===== src/hw/rtl/trp_pkg.sv =====
package trp_pkg;

    localparam int TIME_BITS_DEF    = 32;
    localparam int CURRENT_BITS_DEF = 22;
    localparam int PADDR_W          = 5;
    localparam int PDATA_W          = 32;
    localparam int ITEM_FIXED_W     = 32;

    localparam logic [31:0] STALE_AFTER_RST     = 32'd300000;
    localparam logic [31:0] REPORT_INTERVAL_RST = 32'd900000;
    localparam logic [31:0] MIN_SEND_RST        = 32'd60000;
    localparam logic [9:0]  SOC_DELTA_RST       = 10'd10;
    localparam logic [14:0] VOLT_STEP_RST       = 15'd5;
    localparam logic [21:0] CUR_STEP_RST        = 22'd500;
    localparam logic [9:0]  LOW_SOC_RST         = 10'd200;
    localparam logic [9:0]  REARM_SOC_RST       = 10'd300;

    typedef enum logic [2:0] {
        REG_STALE_AFTER     = 3'd0,
        REG_REPORT_INTERVAL = 3'd1,
        REG_MIN_SEND        = 3'd2,
        REG_SOC_DELTA       = 3'd3,
        REG_VOLT_STEP       = 3'd4,
        REG_CUR_STEP        = 3'd5,
        REG_LOW_SOC         = 3'd6,
        REG_REARM_SOC       = 3'd7
    } t_reg;

    typedef enum logic [1:0] {
        CAUSE_NONE     = 2'd0,
        CAUSE_FIRST    = 2'd1,
        CAUSE_PERIODIC = 2'd2,
        CAUSE_CHANGE   = 2'd3
    } t_cause;

    typedef struct packed {
        logic [31:0] stale_limit;
        logic [31:0] report_interval_ms;
        logic [31:0] min_gap;
        logic [9:0]  soc_delta;
        logic [14:0] volt_step;
        logic [21:0] cur_step;
        logic [9:0]  low_soc_level;
        logic [9:0]  rearm_soc_level;
    } t_cfg;

endpackage


===== src/hw/rtl/telemetry_report_policy.sv =====
// Reporting policy for one battery telemetry source.
// Input channel (i_in_valid / o_in_ready): one transaction per evaluation tick,
// carrying the current time, the latest reading and the two send gates.
// Output channel (o_out_valid / i_out_ready): one transaction per input
// transaction, in order: fresh flag, alarm request, report request and cause.
// Configuration: APB-style port, eight 32-bit registers at byte offsets 4*i;
// write only while no transaction is in flight.
// Path: an input transaction is written into the queue, and the back stage
// reads the queue and loads the output register with the result.
// Throughput: one transaction per cycle while i_out_ready is high; the policy
// state is read and updated in the cycle when the back stage pops the queue.
// Stall: when i_out_ready is low the output register holds, the two-entry
// queue between front and back fills, and o_in_ready drops when it is full.
// Reset (synchronous, i_rst_n low): registers return to their defaults, the
// queue and output register empty, and the send and alarm history clears.
module telemetry_report_policy #(
    parameter int TIME_BITS    = trp_pkg::TIME_BITS_DEF,
    parameter int CURRENT_BITS = trp_pkg::CURRENT_BITS_DEF
) (
    input  logic                          i_clk,
    input  logic                          i_rst_n,
    input  logic                          psel,
    input  logic                          penable,
    input  logic                          pwrite,
    input  logic [trp_pkg::PADDR_W-1:0]   paddr,
    input  logic [trp_pkg::PDATA_W-1:0]   pwdata,
    output logic [trp_pkg::PDATA_W-1:0]   prdata,
    output logic                          pready,
    input  logic                          i_in_valid,
    output logic                          o_in_ready,
    input  logic [TIME_BITS-1:0]          i_now_ms,
    input  logic [TIME_BITS-1:0]          i_received_ms,
    input  logic                          i_reading_valid,
    input  logic                          i_has_soc,
    input  logic [9:0]                    i_soc_tenths,
    input  logic                          i_has_volt,
    input  logic signed [15:0]            i_voltage_cv,
    input  logic                          i_has_current,
    input  logic signed [CURRENT_BITS-1:0] i_current_ma,
    input  logic                          i_report_ok,
    input  logic                          i_alert_ok,
    output logic                          o_out_valid,
    input  logic                          i_out_ready,
    output logic                          o_fresh,
    output logic                          o_alert_request,
    output logic                          o_report_request,
    output logic [1:0]                    o_report_cause
);

    localparam int ITEM_W = TIME_BITS + CURRENT_BITS + trp_pkg::ITEM_FIXED_W;

    trp_pkg::t_cfg     w_cfg;
    logic              w_q_valid;
    logic [ITEM_W-1:0] w_q_item;
    logic              w_q_pop;

    trp_cfg u_cfg (
        .i_clk   (i_clk),
        .i_rst_n (i_rst_n),
        .psel    (psel),
        .penable (penable),
        .pwrite  (pwrite),
        .paddr   (paddr),
        .pwdata  (pwdata),
        .prdata  (prdata),
        .pready  (pready),
        .o_cfg   (w_cfg)
    );

    trp_front #(
        .TIME_BITS    (TIME_BITS),
        .CURRENT_BITS (CURRENT_BITS)
    ) u_front (
        .i_clk            (i_clk),
        .i_rst_n          (i_rst_n),
        .i_stale_limit    (w_cfg.stale_limit),
        .i_in_valid       (i_in_valid),
        .o_in_ready       (o_in_ready),
        .i_now_ms         (i_now_ms),
        .i_received_ms    (i_received_ms),
        .i_reading_valid  (i_reading_valid),
        .i_has_soc        (i_has_soc),
        .i_soc_tenths     (i_soc_tenths),
        .i_has_volt       (i_has_volt),
        .i_voltage_cv     (i_voltage_cv),
        .i_has_current    (i_has_current),
        .i_current_ma     (i_current_ma),
        .i_report_ok      (i_report_ok),
        .i_alert_ok       (i_alert_ok),
        .o_q_valid        (w_q_valid),
        .o_q_item         (w_q_item),
        .i_q_pop          (w_q_pop)
    );

    trp_back #(
        .TIME_BITS    (TIME_BITS),
        .CURRENT_BITS (CURRENT_BITS)
    ) u_back (
        .i_clk            (i_clk),
        .i_rst_n          (i_rst_n),
        .i_cfg            (w_cfg),
        .i_q_valid        (w_q_valid),
        .i_q_item         (w_q_item),
        .o_q_pop          (w_q_pop),
        .o_out_valid      (o_out_valid),
        .i_out_ready      (i_out_ready),
        .o_fresh          (o_fresh),
        .o_alert_request  (o_alert_request),
        .o_report_request (o_report_request),
        .o_report_cause   (o_report_cause)
    );

endmodule


===== src/hw/rtl/trp_cfg.sv =====
module trp_cfg (
    input  logic                          i_clk,
    input  logic                          i_rst_n,
    input  logic                          psel,
    input  logic                          penable,
    input  logic                          pwrite,
    input  logic [trp_pkg::PADDR_W-1:0]   paddr,
    input  logic [trp_pkg::PDATA_W-1:0]   pwdata,
    output logic [trp_pkg::PDATA_W-1:0]   prdata,
    output logic                          pready,
    output trp_pkg::t_cfg                 o_cfg
);

    trp_pkg::t_cfg r_cfg;
    trp_pkg::t_reg w_idx;
    logic          w_wr;

    assign w_idx  = trp_pkg::t_reg'(paddr[4:2]);
    assign w_wr   = psel & penable & pwrite;
    assign pready = 1'b1;
    assign o_cfg  = r_cfg;

    always_ff @(posedge i_clk) begin
        if (!i_rst_n) begin
            r_cfg.stale_limit          <= trp_pkg::STALE_AFTER_RST;
            r_cfg.report_interval_ms   <= trp_pkg::REPORT_INTERVAL_RST;
            r_cfg.min_gap              <= trp_pkg::MIN_SEND_RST;
            r_cfg.soc_delta            <= trp_pkg::SOC_DELTA_RST;
            r_cfg.volt_step            <= trp_pkg::VOLT_STEP_RST;
            r_cfg.cur_step             <= trp_pkg::CUR_STEP_RST;
            r_cfg.low_soc_level        <= trp_pkg::LOW_SOC_RST;
            r_cfg.rearm_soc_level      <= trp_pkg::REARM_SOC_RST;
        end else if (w_wr) begin
            unique case (w_idx)
                trp_pkg::REG_STALE_AFTER:     r_cfg.stale_limit          <= pwdata;
                trp_pkg::REG_REPORT_INTERVAL: r_cfg.report_interval_ms   <= pwdata;
                trp_pkg::REG_MIN_SEND:        r_cfg.min_gap              <= pwdata;
                trp_pkg::REG_SOC_DELTA:       r_cfg.soc_delta            <= pwdata[9:0];
                trp_pkg::REG_VOLT_STEP:       r_cfg.volt_step            <= pwdata[14:0];
                trp_pkg::REG_CUR_STEP:        r_cfg.cur_step             <= pwdata[21:0];
                trp_pkg::REG_LOW_SOC:         r_cfg.low_soc_level        <= pwdata[9:0];
                trp_pkg::REG_REARM_SOC:       r_cfg.rearm_soc_level      <= pwdata[9:0];
                default: ;
            endcase
        end
    end

    always_comb begin
        unique case (w_idx)
            trp_pkg::REG_STALE_AFTER:     prdata = r_cfg.stale_limit;
            trp_pkg::REG_REPORT_INTERVAL: prdata = r_cfg.report_interval_ms;
            trp_pkg::REG_MIN_SEND:        prdata = r_cfg.min_gap;
            trp_pkg::REG_SOC_DELTA:       prdata = {22'd0, r_cfg.soc_delta};
            trp_pkg::REG_VOLT_STEP:       prdata = {17'd0, r_cfg.volt_step};
            trp_pkg::REG_CUR_STEP:        prdata = {10'd0, r_cfg.cur_step};
            trp_pkg::REG_LOW_SOC:         prdata = {22'd0, r_cfg.low_soc_level};
            trp_pkg::REG_REARM_SOC:       prdata = {22'd0, r_cfg.rearm_soc_level};
            default:                      prdata = '0;
        endcase
    end

endmodule


===== src/hw/rtl/trp_front.sv =====
module trp_front #(
    parameter int TIME_BITS    = trp_pkg::TIME_BITS_DEF,
    parameter int CURRENT_BITS = trp_pkg::CURRENT_BITS_DEF,
    localparam int ITEM_W      = TIME_BITS + CURRENT_BITS + trp_pkg::ITEM_FIXED_W
) (
    input  logic                    i_clk,
    input  logic                    i_rst_n,
    input  logic [31:0]             i_stale_limit,
    input  logic                    i_in_valid,
    output logic                    o_in_ready,
    input  logic [TIME_BITS-1:0]    i_now_ms,
    input  logic [TIME_BITS-1:0]    i_received_ms,
    input  logic                    i_reading_valid,
    input  logic                    i_has_soc,
    input  logic [9:0]              i_soc_tenths,
    input  logic                    i_has_volt,
    input  logic signed [15:0]      i_voltage_cv,
    input  logic                    i_has_current,
    input  logic signed [CURRENT_BITS-1:0] i_current_ma,
    input  logic                    i_report_ok,
    input  logic                    i_alert_ok,
    output logic                    o_q_valid,
    output logic [ITEM_W-1:0]       o_q_item,
    input  logic                    i_q_pop
);

    typedef struct packed {
        logic                    fresh;
        logic [TIME_BITS-1:0]    now;
        logic                    has_soc;
        logic [9:0]              soc;
        logic                    has_v;
        logic [15:0]             v;
        logic                    has_c;
        logic [CURRENT_BITS-1:0] c;
        logic                    report_ok;
        logic                    alert_ok;
    } t_item;

    t_item                r_q [2];
    logic                 r_wr;
    logic                 r_rd;
    logic [1:0]           r_cnt;
    t_item                w_item;
    logic [TIME_BITS-1:0] w_age;
    logic                 w_push;

    assign w_age = i_now_ms - i_received_ms;

    always_comb begin
        w_item.fresh     = i_reading_valid & (64'(w_age) <= 64'(i_stale_limit));
        w_item.now       = i_now_ms;
        w_item.has_soc   = i_has_soc;
        w_item.soc       = i_soc_tenths;
        w_item.has_v     = i_has_volt;
        w_item.v         = i_voltage_cv;
        w_item.has_c     = i_has_current;
        w_item.c         = i_current_ma;
        w_item.report_ok = i_report_ok;
        w_item.alert_ok  = i_alert_ok;
    end

    assign o_in_ready = (r_cnt != 2'd2);
    assign w_push     = i_in_valid & o_in_ready;
    assign o_q_valid  = (r_cnt != 2'd0);
    assign o_q_item   = r_q[r_rd];

    always_ff @(posedge i_clk) begin
        if (w_push) begin
            r_q[r_wr] <= w_item;
        end
    end

    always_ff @(posedge i_clk) begin
        if (!i_rst_n) begin
            r_wr  <= 1'b0;
            r_rd  <= 1'b0;
            r_cnt <= 2'd0;
        end else begin
            if (w_push) begin
                r_wr <= ~r_wr;
            end
            if (i_q_pop) begin
                r_rd <= ~r_rd;
            end
            r_cnt <= r_cnt + {1'b0, w_push} - {1'b0, i_q_pop};
        end
    end

endmodule


===== src/hw/rtl/trp_back.sv =====
module trp_back #(
    parameter int TIME_BITS    = trp_pkg::TIME_BITS_DEF,
    parameter int CURRENT_BITS = trp_pkg::CURRENT_BITS_DEF,
    localparam int ITEM_W      = TIME_BITS + CURRENT_BITS + trp_pkg::ITEM_FIXED_W
) (
    input  logic                i_clk,
    input  logic                i_rst_n,
    input  trp_pkg::t_cfg       i_cfg,
    input  logic                i_q_valid,
    input  logic [ITEM_W-1:0]   i_q_item,
    output logic                o_q_pop,
    output logic                o_out_valid,
    input  logic                i_out_ready,
    output logic                o_fresh,
    output logic                o_alert_request,
    output logic                o_report_request,
    output logic [1:0]          o_report_cause
);

    typedef struct packed {
        logic                    fresh;
        logic [TIME_BITS-1:0]    now;
        logic                    has_soc;
        logic [9:0]              soc;
        logic                    has_v;
        logic [15:0]             v;
        logic                    has_c;
        logic [CURRENT_BITS-1:0] c;
        logic                    report_ok;
        logic                    alert_ok;
    } t_item;

    t_item                   w_it;
    logic                    r_sent;
    logic [TIME_BITS-1:0]    r_last;
    logic                    r_latched;
    logic                    r_pub_valid;
    logic                    r_pub_has_soc;
    logic [9:0]              r_pub_soc;
    logic                    r_pub_has_v;
    logic [15:0]             r_pub_v;
    logic                    r_pub_has_c;
    logic [CURRENT_BITS-1:0] r_pub_c;
    logic                    r_out_valid;
    logic                    r_fresh;
    logic                    r_alert;
    logic                    r_report;
    trp_pkg::t_cause         r_cause;

    logic [9:0]              w_dsoc;
    logic signed [16:0]      w_dv;
    logic [15:0]             w_adv;
    logic signed [CURRENT_BITS:0] w_dc;
    logic [CURRENT_BITS-1:0] w_adc;
    logic [TIME_BITS-1:0]    w_since;
    logic                    w_per_el;
    logic                    w_min_el;
    logic                    w_change;
    logic                    w_alert;
    logic                    w_publish;
    trp_pkg::t_cause         w_cause;

    assign w_it    = t_item'(i_q_item);
    assign o_q_pop = i_q_valid & (~r_out_valid | i_out_ready);

    assign w_dsoc  = (w_it.soc >= r_pub_soc) ? w_it.soc - r_pub_soc : r_pub_soc - w_it.soc;
    assign w_dv    = 17'(signed'(w_it.v)) - 17'(signed'(r_pub_v));
    assign w_adv   = w_dv[16] ? 16'(-w_dv) : w_dv[15:0];
    assign w_dc    = (CURRENT_BITS+1)'(signed'(w_it.c)) - (CURRENT_BITS+1)'(signed'(r_pub_c));
    assign w_adc   = w_dc[CURRENT_BITS] ? CURRENT_BITS'(-w_dc) : w_dc[CURRENT_BITS-1:0];
    assign w_since = w_it.now - r_last;
    assign w_per_el = 64'(w_since) >= 64'(i_cfg.report_interval_ms);
    assign w_min_el = 64'(w_since) >= 64'(i_cfg.min_gap);

    always_comb begin
        w_change = ~r_pub_valid
            | (w_it.has_soc & r_pub_has_soc & (w_dsoc >= i_cfg.soc_delta))
            | (w_it.has_v & r_pub_has_v & (w_adv >= {1'b0, i_cfg.volt_step}))
            | (w_it.has_c & r_pub_has_c & (33'(w_adc) >= 33'(i_cfg.cur_step)))
            | (w_it.has_soc ^ r_pub_has_soc)
            | (w_it.has_v ^ r_pub_has_v)
            | (w_it.has_c ^ r_pub_has_c);
        if (!w_it.fresh) begin
            w_cause = trp_pkg::CAUSE_NONE;
        end else if (!r_sent) begin
            w_cause = trp_pkg::CAUSE_FIRST;
        end else if (w_per_el) begin
            w_cause = trp_pkg::CAUSE_PERIODIC;
        end else if (w_change && w_min_el) begin
            w_cause = trp_pkg::CAUSE_CHANGE;
        end else begin
            w_cause = trp_pkg::CAUSE_NONE;
        end
        w_alert   = w_it.fresh & w_it.has_soc & ~r_latched
                    & (w_it.soc <= i_cfg.low_soc_level);
        w_publish = (w_cause != trp_pkg::CAUSE_NONE) & w_it.report_ok;
    end

    always_ff @(posedge i_clk) begin
        if (!i_rst_n) begin
            r_sent        <= 1'b0;
            r_last        <= '0;
            r_latched     <= 1'b0;
            r_pub_valid   <= 1'b0;
            r_pub_has_soc <= 1'b0;
            r_pub_soc     <= '0;
            r_pub_has_v   <= 1'b0;
            r_pub_v       <= '0;
            r_pub_has_c   <= 1'b0;
            r_pub_c       <= '0;
            r_out_valid   <= 1'b0;
        end else begin
            if (o_q_pop) begin
                if (w_it.fresh & w_it.has_soc) begin
                    if (r_latched && (w_it.soc >= i_cfg.rearm_soc_level)) begin
                        r_latched <= 1'b0;
                    end else if (w_alert && w_it.alert_ok) begin
                        r_latched <= 1'b1;
                    end
                end
                if (w_publish) begin
                    r_sent        <= 1'b1;
                    r_last        <= w_it.now;
                    r_pub_valid   <= 1'b1;
                    r_pub_has_soc <= w_it.has_soc;
                    r_pub_soc     <= w_it.soc;
                    r_pub_has_v   <= w_it.has_v;
                    r_pub_v       <= w_it.v;
                    r_pub_has_c   <= w_it.has_c;
                    r_pub_c       <= w_it.c;
                end
                r_out_valid <= 1'b1;
            end else if (i_out_ready) begin
                r_out_valid <= 1'b0;
            end
        end
    end

    always_ff @(posedge i_clk) begin
        if (o_q_pop) begin
            r_fresh  <= w_it.fresh;
            r_alert  <= w_alert;
            r_report <= (w_cause != trp_pkg::CAUSE_NONE);
            r_cause  <= w_cause;
        end
    end

    assign o_out_valid      = r_out_valid;
    assign o_fresh          = r_fresh;
    assign o_alert_request  = r_alert;
    assign o_report_request = r_report;
    assign o_report_cause   = r_cause;

endmodule


===== config.mk =====
export PLATFORM = sky130hd
export DESIGN_NAME = telemetry_report_policy
export DESIGN_NICKNAME = d
export VERILOG_FILES = /design/src/hw/rtl/trp_pkg.sv /design/src/hw/rtl/telemetry_report_policy.sv /design/src/hw/rtl/trp_cfg.sv /design/src/hw/rtl/trp_front.sv /design/src/hw/rtl/trp_back.sv
export SDC_FILE = /design/constraint.sdc
export NUM_CORES = 1
export LEC_CHECK = 0
export ABC_CLOCK_PERIOD_IN_PS = 5900
export CAP_MARGIN = 20
export CORE_MARGIN = 2
export CORE_UTILIZATION = 59
export DETAILED_ROUTE_END_ITERATION = 12
export DONT_BUFFER_PORTS = 1
export GPL_ROUTABILITY_DRIVEN = 0
export GPL_TIMING_DRIVEN = 0
export MAX_ROUTING_LAYER = met4
export PLACE_DENSITY_LB_ADDON = 0.2
export RECOVER_POWER = 100
export REMOVE_ABC_BUFFERS = 1
export SETUP_SLACK_MARGIN = 0.02
export SLEW_MARGIN = 0
export SYNTH_ARGS = -nofsm -noshare
export SYNTH_HDL_FRONTEND = slang
export SYNTH_HIERARCHICAL = 1
export SYNTH_SLANG_ARGS = --single-unit
export TNS_END_PERCENT = 1

===== constraint.sdc =====
create_clock -name i_clk -period 5.9 [get_ports i_clk]
set_input_delay 0.295 -clock i_clk [delete_from_list [all_inputs] [get_ports i_clk]]
set_output_delay 0.295 -clock i_clk [all_outputs]
set_load 0.02 [all_outputs]

# Word level (Yosys, flattened, before mapping)

Memory sizes are Yosys's and may differ from the RTL's. A register that Yosys moved wholly into a read port is not among the register bits.
Cells that the tools add are included.

Register bits: 258
Input bits: 162
Memories: 1
Logic and storage cells: 117
Memory bits (writable): 172
Output and inout bits: 40

Multiplexer cells: 16
Reductions and logical operators: 18
Add/sub/neg operators: 10
Magnitude comparators: 9
Equal/unequal tests: 8
Bitwise gates (word level): 30

Memory list:

| name        | words | bits a word | read ports | clocked after Yosys merged registers in | write ports | line            | RTL |
|---|---|---|---|---|---|---|---|
| u_front.r_q | 2     | 86          | 1          | 1                                       | 1           | trp_front.sv:40 | `t_item r_q [2];` |

Operator list:

| kind                                                | number |
|---|---|
| case mux 32 bit (8 select lines)                    | 1 |
| >= comparator 32 bit                                | 2 |
| subtractor 32 bit                                   | 2 |
| <= comparator 32 bit                                | 1 |
| >= comparator 10 bit                                | 3 |
| subtractor 22 x 22 -> 23 bit                        | 1 |
| >= comparator 22 bit                                | 1 |
| two-way mux 22 bit                                  | 1 |
| negator 22 bit                                      | 1 |
| subtractor 10 bit                                   | 2 |
| AND reduction 2 bit                                 | 9 |
| subtractor 16 x 16 -> 17 bit                        | 1 |
| >= comparator 16 x 15 -> 1 bit                      | 1 |
| two-way mux 16 bit                                  | 1 |
| negator 16 bit                                      | 1 |
| AND 1 bit                                           | 15 |
| equality test 3 bit, second input constant          | 4 |
| <= comparator 10 bit                                | 1 |
| two-way mux 10 bit                                  | 1 |
| two-way mux 1 bit                                   | 8 |
| two-way mux 2 bit                                   | 4 |
| nonzero test 2 bit                                  | 4 |
| bitwise OR 1 bit                                    | 7 |
| equality test 3 x 2 -> 1 bit, second input constant | 2 |
| other kinds (9)                                     | 17 |

# Depth between registers and ports, before layout

Gate-level depths: netlist of the first run.

Word-level depth: 18
Gate-level depth with buffers: 31
Mapped depth without buffers: 26

# Hierarchy

Netlist of the first run, hierarchy kept.

By module, submodules not included:

| module    | sequential area each (um^2) | cells each | area each (um^2) | times used |
|---|---|---|---|---|
| trp_back  | 1,871.8                     | 1,671      | 12,667.1         | 1 |
| trp_front | 5,265.0                     | 658        | 8,951.1          | 1 |
| trp_cfg   | 3,263.1                     | 957        | 7,504.7          | 1 |

# Least setup slack after synthesis of the first run

No wires, ideal clock.

Path kind: reg-to-reg
From: reg (tool-made name)
To: reg u_back.r_last[0]
Data required time: 5.782 ns
Arrival time: 6.079 ns
Period minus slack after synthesis: 6.198 ns
Setup time: 0.118 ns
Stages on the path, launching flop included: 30
Path slack: -0.298 ns
Buffers on the path: 5
Cell sequence: dfxtp_1 clkbuf_1 buf_1 mux2_2 inv_1 ha_1 inv_1 fa_1 a21o_1 a21o_1 a21o_1 a2111oi_0 nor2_1 o41ai_2 buf_2 mux2i_1 nor4_1 a311oi_1 o211ai_1 ha_1 a211o_1 a211oi_1 o21a_1 nor2_1 nor2b_1 a31o_2 a31oi_4 buf_12 buf_12 mux2i_1

RTL lines:

| what                   | line            | RTL |
|---|---|---|
| end signal: assignment | trp_back.sv:123 | `r_last <= w_it.now;` |
| end: declaration       | trp_back.sv:35  | `logic [TIME_BITS-1:0] r_last;` |

==> results by group, run 1 <==
Global route
  • First-pass GRT wire length: 129000 um
  • Vias in the first global route: 24700
  • Initial antenna violation count: 11
  • Grt total ovfl: 0
  • Largest net degree at the start of global routing: 219
  • GRT Util Overall: 33.0%

Final layout
  • Layout Utilization: 69.9%
  • Fraction of layout cells with a size suffix above 1: 9.14%
  • Final net count: 3917
  • P&R area growth vs syn: 17.2%
  • Final Instance Area: 0.0341 mm2

Yosys
  • EDFF count, synth: 177
  • Post-Syn Area: 0.0291 mm2
  • Seq/Total Area, Yosys: 35.7%
  • Synth warn: 6
  • Synth top area cells: edfxtp_1 (18%), dfxtp_1 (17%), ha_1 (12%)
  • Cell accounting for the most synthesized area: edfxtp_1
  • Post-Synthesis Cells: 3286
  • Top FF cell, synth: dfxtp_1
  • Synthesized area per cell: 8.86 um2
  • Register bit total from synthesis: 431
  • Cell variety after synth: 95
  • Async SR Flop Fraction: 0%
  • Synth top area share: 18.3%

CTS
  • # H-tree levels: 2
  • Clock sinks: 431
  • Worst-skew pair later-pin latency: 0.62 ns
  • Clock Tree Buf Depth: 3
  • Clk pin slew, worst setup/hold paths: 0.06 ns
  • Clock root buffer: clkbuf_16
  • TritonCTS buffer count: 49
  • CTS tree: yes

STA
  • Final Hold Vio Count: 0
  • Relative slew slack: -110%
  • Period minus WS final: 6.41 ns
  • Clock skew: 0.0272 ns
  • Final slew viol count: 235
  • Setup Viol. Count Final: 85
  • Final WS setup: -0.512 ns
  • Period utilisation layout: 109%
  • Setup TNS: -36.94 ns
  • Highest Clock Rate: 156 MHz
  • Unrepaired setup endpoints after global routing: true
  • Worst-Margin Slew: 3.14 ns

Placement
  • Port bufs: 0
  • HPWL after detailed placement: 55400 um
  • DP Area: 0.0296 mm2

Power
  • Total leakage power: 13.4 nW
  • Worst VDD drop: 0.294 mV
  • PwrDens: 438 mW/mm2

Worst setup path
  • Max incr delay on CP: 0.41 ns
  • Critical Path End Type: flop
  • Crit Path Category: flop to flop
  • Worst Path Required: 6.37 ns
  • Max FO, Critical Path: 21
  • Crit path DAT: 6.89 ns
  • CP most frequent cell: a21o_1
  • CP max-delay cell: dfxtp_4
  • Crit path launch type: flop

Floorplan
  • Core area: 0.0488 mm2
  • Die height: 226 um
  • Die width: 226 um
  • Initial core utilization: 59.6%
  • Row cnt: 81
  • Die ar.: 0.0512 mm2
  • Top-Level Pins: 202

Route
  • WL per Instance: 19.8 um
  • Starting DRT DRC Count: 2059
  • First-pass DRT Iterations: 5
  • DR vias: 24900
  • Routed wire length: 82900 um
  • Antenna Nets Post-Route: 0
  • DR DRC count: 0
  • Avg Vias per Cell: 5.97

Run status
  • Failing checks: capacitance limit, slew limit, setup timing
  • Status: complete, but fails checks

Run
  • Max-cap check violation count: 8

Min path
  • Hold crit path type: input port to flop
-- critical path, delay by kind of cell (launching register included) --
family                     cells  cell delay (ns)
DFF                            1             0.41
AOI/OAI and AO/OA             13             2.95
and+or+nand+nor                2             0.19
muxes                          4             0.85
buffers and inverters          7             0.98
adders and majority gates      3             0.86
-- flip-flops by register name, indices dropped and copies added (netlist names), 2 cells and up, named ones only --
register               count
u_back/r_pub_soc          10
u_back/r_last             32
u_front/r_cnt              2
u_back/r_pub_v            16
u_front/r_q              172
u_back/o_report_cause      2
u_back/r_pub_c            22
u_cfg/o_cfg              163
-- path summary, 6_finish.rpt --
check,start,end,slack (ns),cells after the start
min reg2reg,u_back/r_pub_c[17]$_SDFFE_PN0P_,u_back/r_pub_c[17]$_SDFFE_PN0P_,0.46,2
max reg2reg,flop,u_back/r_pub_v[2]$_SDFFE_PN0P_,-0.51,29
max,flop,u_back/r_pub_v[2]$_SDFFE_PN0P_,-0.51,29
min,i_in_valid,u_front/r_wr$_SDFFE_PN0P_,0.05,3
-- metal layers --
metal	vias to the layer above	GRT usage, %	routed length (um)
met4	0	14.5	3760
met3	214	6.66	6490
met2	1015	53.5	38700
met1	11900	39.9	33900
li1	11800	-	-
met5	-	-	0
-- cell families after synthesis --
family / count (synthesis) / share of synthesized area, %
adders and majority gates: 295 / 12.8
and+or+nand+nor: 1012 / 15.6
other: 1 / 0.0129
buffers and inverters: 487 / 7.08
AOI/OAI and AO/OA: 715 / 16.9
xor gates and xnor gates: 125 / 3.76
DFF: 431 / 35.7
muxes: 220 / 8.12
-- stage by stage --
step	hold slack, ns	power, mW	std cells	setup WS, ns
5_1_grt	0.0561	16.0	4176	-0.820
3_5_place_dp	0.394	11.0	3815	-1.96
4_1_cts	0.0505	14.8	4165	-0.360
3_3_place_gp	0.394	10.6	3797	-7.00
6_report	0.0527	15.0	4176	-0.512
2_1_floorplan	0.367	9.30	3133	-3.69
-- area by class of cell --
| type | instances | area [um2] |
|---|---|---|
| Sequential cell | 431 | 10400 |
| Tap cell | 664 | 831 |
| Timing Repair Buffer | 276 | 2910 |
| Multi-Input combinational cell | 2368 | 17100 |
| Fill cell | 3741 | 14700 |
| Clock buffer | 70 | 1430 |
| Antenna cell | 11 | 27.5 |
| Clock inverter | 22 | 194 |
| Inverter | 334 | 1250 |
-- cell usage after synthesis, types with 9 or more instances --
cell / number
nor2_1: 159
mux2_2: 100
and2_1: 17
nand4_1: 40
mux2i_1: 117
nor3_1: 30
a21o_1: 79
a21boi_1: 31
buf_2: 52
inv_1: 334
clkbuf_1: 79
and3_1: 15
nand2b_1: 31
edfxtp_1: 177
nor2b_1: 32
a211oi_1: 20
nor4_1: 14
o21ai_0: 110
xnor2_1: 80
o21bai_1: 17
a22o_1: 9
xor2_1: 45
o21a_1: 34
a211o_1: 10
nand2_1: 550
a21boi_0: 94
ha_1: 289
nand3_1: 74
a221oi_1: 17
dfxtp_1: 254
or3_1: 14
o21ai_1: 9
o211ai_1: 21
a31oi_1: 15
a21oi_1: 157
-- report_power, final --
part	internal, mW	switching [mW]
sequential	3.41	0.127
clock	1.81	1.29
combinational	3.65	4.68
-- what timing repair did --
action,CTS,global route
resized for setup,78,16
pin swaps,19,5
endpoints found under the setup margin,86,86
gates cloned,3,0
hold buffers,227,0
setup buffers,28,0
hold endpoints to repair,418,0
-- layout by cell type (no fill, tap or decap), drive strengths merged, types with 18 or more instances in the layout --
cell / synthesis / routed
o211ai: 21 / 21
inv: 334 / 336
xor2: 45 / 45
nand4: 42 / 42
a211oi: 20 / 20
a21boi: 126 / 126
a21o: 79 / 79
buf: 74 / 41
mux2i: 117 / 117
nor2: 161 / 161
a221oi: 18 / 18
o21a: 34 / 34
mux2: 100 / 100
clkbuf: 79 / 79
nor2b: 32 / 32
nand2: 551 / 551
dfxtp: 254 / 254
nor3: 33 / 33
edfxtp: 177 / 177
dlygate4sd3: 0 / 225
nand3: 74 / 74
ha: 289 / 289
a21oi: 161 / 161
o21ai: 121 / 121
xnor2: 80 / 80
nand2b: 32 / 32
(Power assumes the default switching activity.)
==> run 2: changes to the inputs <==
--- a/config.mk
+++ b/config.mk
@@ -21,6 +21,5 @@
 export SLEW_MARGIN = 0
 export SYNTH_ARGS = -nofsm -noshare
 export SYNTH_HDL_FRONTEND = slang
-export SYNTH_HIERARCHICAL = 1
 export SYNTH_SLANG_ARGS = --single-unit
 export TNS_END_PERCENT = 1
==> results by group, run 2 <==
STA
  • Relative slew slack: -96.0% (was -110%)
  • Final Hold Vio Count: 0 (unchanged)
  • Final WS setup: -0.735 ns (was -0.512 ns)
  • Period minus WS final: 6.63 ns (was 6.41 ns)
  • Setup Viol. Count Final: 86 (was 85)
  • Worst-Margin Slew: 2.94 ns (was 3.14 ns)
  • Unrepaired setup endpoints after global routing: true (unchanged)
  • Final slew viol count: 106 (was 235)
  • Clock skew: 0.0157 ns (was 0.0272 ns)
  • Period utilisation layout: 112% (was 109%)
  • WHS: 0.0287 ns (was 0.0527 ns)
  • Highest Clock Rate: 151 MHz (was 156 MHz)
  • Setup TNS: -58.11 ns (was -36.94 ns)

Yosys
  • Post-Syn Area: 0.0278 mm2 (was 0.0291 mm2)
  • EDFF count, synth: 177 (unchanged)
  • Top FF cell, synth: dfxtp_1 (unchanged)
  • Synthesized area per cell: 9.08 um2 (was 8.86 um2)
  • Synth top area share: 19.1% (was 18.3%)
  • Cell accounting for the most synthesized area: edfxtp_1 (unchanged)
  • Seq/Total Area, Yosys: 37.4% (was 35.7%)
  • Synth warn: 0 (was 6)
  • Commonest cells in the synthesized netlist: nand2_1 (372), inv_1 (316), ha_1 (289) (was nand2_1 (550), inv_1 (334), ha_1 (289))
  • Async SR Flop Fraction: 0% (unchanged)
  • Synth top area cells: edfxtp_1 (19%), dfxtp_1 (18%), ha_1 (13%) (was edfxtp_1 (18%), dfxtp_1 (17%), ha_1 (12%))
  • Leading cell type by number of instances after synthesis: nand2_1 (unchanged)
  • Register bit total from synthesis: 431 (unchanged)
  • Post-Synthesis Cells: 3064 (was 3286)
  • Cell variety after synth: 84 (was 95)

Floorplan
  • Die width: 221 um (was 226 um)
  • Initial core utilization: 59.7% (was 59.6%)
  • Top-Level Pins: 202 (unchanged)
  • Row cnt: 79 (was 81)
  • Core area: 0.0466 mm2 (was 0.0488 mm2)
  • Die height: 221 um (was 226 um)
  • Die ar.: 0.0489 mm2 (was 0.0512 mm2)

CTS
  • # H-tree levels: 2 (unchanged)
  • CTS tree: yes (unchanged)
  • Clk pin slew, worst setup/hold paths: 0.06 ns (about the same)
  • TritonCTS buffer count: 48 (was 49)
  • Clock root buffer: clkbuf_16 (unchanged)
  • Clock sinks: 431 (unchanged)
  • Worst-skew pair later-pin latency: 0.60 ns (was 0.62 ns)
  • Clock Tree Buf Depth: 3 (unchanged)

Worst setup path
  • CP max-delay cell: or4b_4 (was dfxtp_4)
  • Worst Path Required: 6.39 ns (was 6.37 ns)
  • Crit path DAT: 7.12 ns (was 6.89 ns)
  • Max incr delay on CP: 0.52 ns (was 0.41 ns)
  • Crit Path Category: flop to flop (unchanged)
  • Critical Path End Type: flop (unchanged)
  • Crit path launch type: flop (unchanged)
  • Max FO, Critical Path: 22 (was 21)

Final layout
  • Reg area: 0.0104 mm2 (unchanged)
  • Commonest cells after routing, fill and taps aside: nand2_1 (371), inv_1 (315), ha_1 (274) (was nand2_1 (550), inv_1 (333), ha_1 (272))
  • Fillers: 3523 (was 3741)
  • Top reg by flops: u_front.r_q (was u_front/r_q)
  • Max FFs per register: 172 (unchanged)
  • Multi-input logic area: 0.0162 mm2 (was 0.0171 mm2)
  • Final net count: 3639 (was 3917)
  • Leading cell type in the layout, fill and taps excluded: nand2_1 (unchanged)
  • Fraction of layout cells with a size suffix above 1: 10.7% (was 9.14%)
  • P&R area growth vs syn: 16.8% (was 17.2%)

Global route
  • Vias in the first global route: 23500 (was 24700)
  • First-pass GRT wire length: 125000 um (was 129000 um)
  • Grt total ovfl: 0 (unchanged)
  • GRT Util Overall: 32.6% (was 33.0%)
  • Initial antenna violation count: 6 (was 11)
  • Largest net degree at the start of global routing: 127 (was 219)

Min path
  • Hold crit path type: input port to flop (unchanged)
  • Hold Startpoint: i_in_valid (unchanged)

Route
  • DR DRC count: 0 (unchanged)
  • Routed wire length: 81800 um (was 82900 um)
  • DR vias: 24000 (was 24900)
  • Starting DRT DRC Count: 2232 (was 2059)
  • Avg Vias per Cell: 6.26 (was 5.97)
  • First-pass DRT Iterations: 8 (was 5)
  • WL per Instance: 21.3 um (was 19.8 um)
  • Antenna Nets Post-Route: 0 (unchanged)

Placement
  • Pre-CTS setup slack: -2.48 ns (was -1.96 ns)
  • HPWL after detailed placement: 54700 um (was 55400 um)
  • Port bufs: 0 (unchanged)

Run
  • Max-cap check violation count: 3 (was 8)

Power
  • PwrDens: 488 mW/mm2 (was 438 mW/mm2)
  • Worst VDD drop: 0.357 mV (was 0.294 mV)
  • Total leakage power: 12.4 nW (was 13.4 nW)

Run status
  • Status: complete, but fails checks (unchanged)
  • Failing checks: capacitance limit, slew limit, setup timing (unchanged)
## run 2: cell type report
cell class,instances,area share (%)
Antenna cell,9,0.0693
Tap cell,607,2.34
Clock inverter,28,0.863
Inverter,318,3.68
Clock buffer,62,4.28
Multi-Input combinational cell,2178,50.0
Timing Repair Buffer,205,6.72
Sequential cell,431,32.0
## run 2: metal layers
layer	routed length (um)	track usage (%)	vias up	part of all wire [%]
li1	-	-	11200	-
met1	33400	40.3	11500	41
met2	38000	52.7	1053	46
met3	6400	4.82	257	7.8
met4	3990	14.7	0	4.9
met5	0	-	-	0
## run 2: final timing paths
path	endpoint	slack [ns]	cells after the start
max	u_back.r_last[31]$_SDFFE_PN0P_	-0.73	26
min	u_front.r_wr$_SDFFE_PN0P_	0.03	3
max reg2reg	u_back.r_last[31]$_SDFFE_PN0P_	-0.73	26
min reg2reg	u_cfg.o_cfg[134]$_SDFFE_PN0P_	0.45	2
## run 2: critical path, delay by kind of cell (launching register included)
| family | cells | cell delay, ns |
|---|---|---|
| AO/OA/AOI/OAI | 14 | 2.88 |
| AND/OR/NAND/NOR | 5 | 1.62 |
| adder cells (fa/ha/maj) | 2 | 0.58 |
| flip-flops | 1 | 0.45 |
| buffers and inverters | 3 | 0.43 |
| multiplexers | 1 | 0.38 |
| XOR/XNOR | 1 | 0.16 |
## run 2: where the power goes
group	internal, mW	total (mW)	switching [mW]	leakage [nW]
Combinational	3.89	9.00	5.11	7.84
Clock	1.88	3.17	1.28	0.836
Sequential	3.51	3.69	0.187	3.71
## run 2: logic make-up after synthesis
group | share of synthesized area, %
AOI/OAI and AO/OA | 20.0
xor gates and xnor gates | 3.65
adders and majority gates | 13.4
buffers and inverters | 6.53
DFF | 37.4
muxes | 5.50
other | 0.0135
and+or+nand+nor | 13.5
## run 2: per-stage QoR
| step | total power [mW] | instance area, um2 | std cells | util (%) |
|---|---|---|---|---|
| 2_1_floorplan | 9.46 | 27200 | 2924 | - |
| 3_3_place_gp | 10.9 | 27900 | 3531 | 60.0 |
| 3_5_place_dp | 11.3 | 28500 | 3560 | 61.2 |
| 4_1_cts | 15.3 | 32100 | 3803 | 68.9 |
| 5_1_grt | 16.9 | 32500 | 3835 | 69.8 |
| 6_report | 15.9 | 32500 | 3838 | 69.8 |
## run 2: timing repair
action,CTS,global route
pin swaps,22,30
buffers inserted,21,21
hold buffers,126,0
resized for setup,70,55
hold endpoints to repair,418,0
gates cloned,6,3
endpoints found under the setup margin,86,86
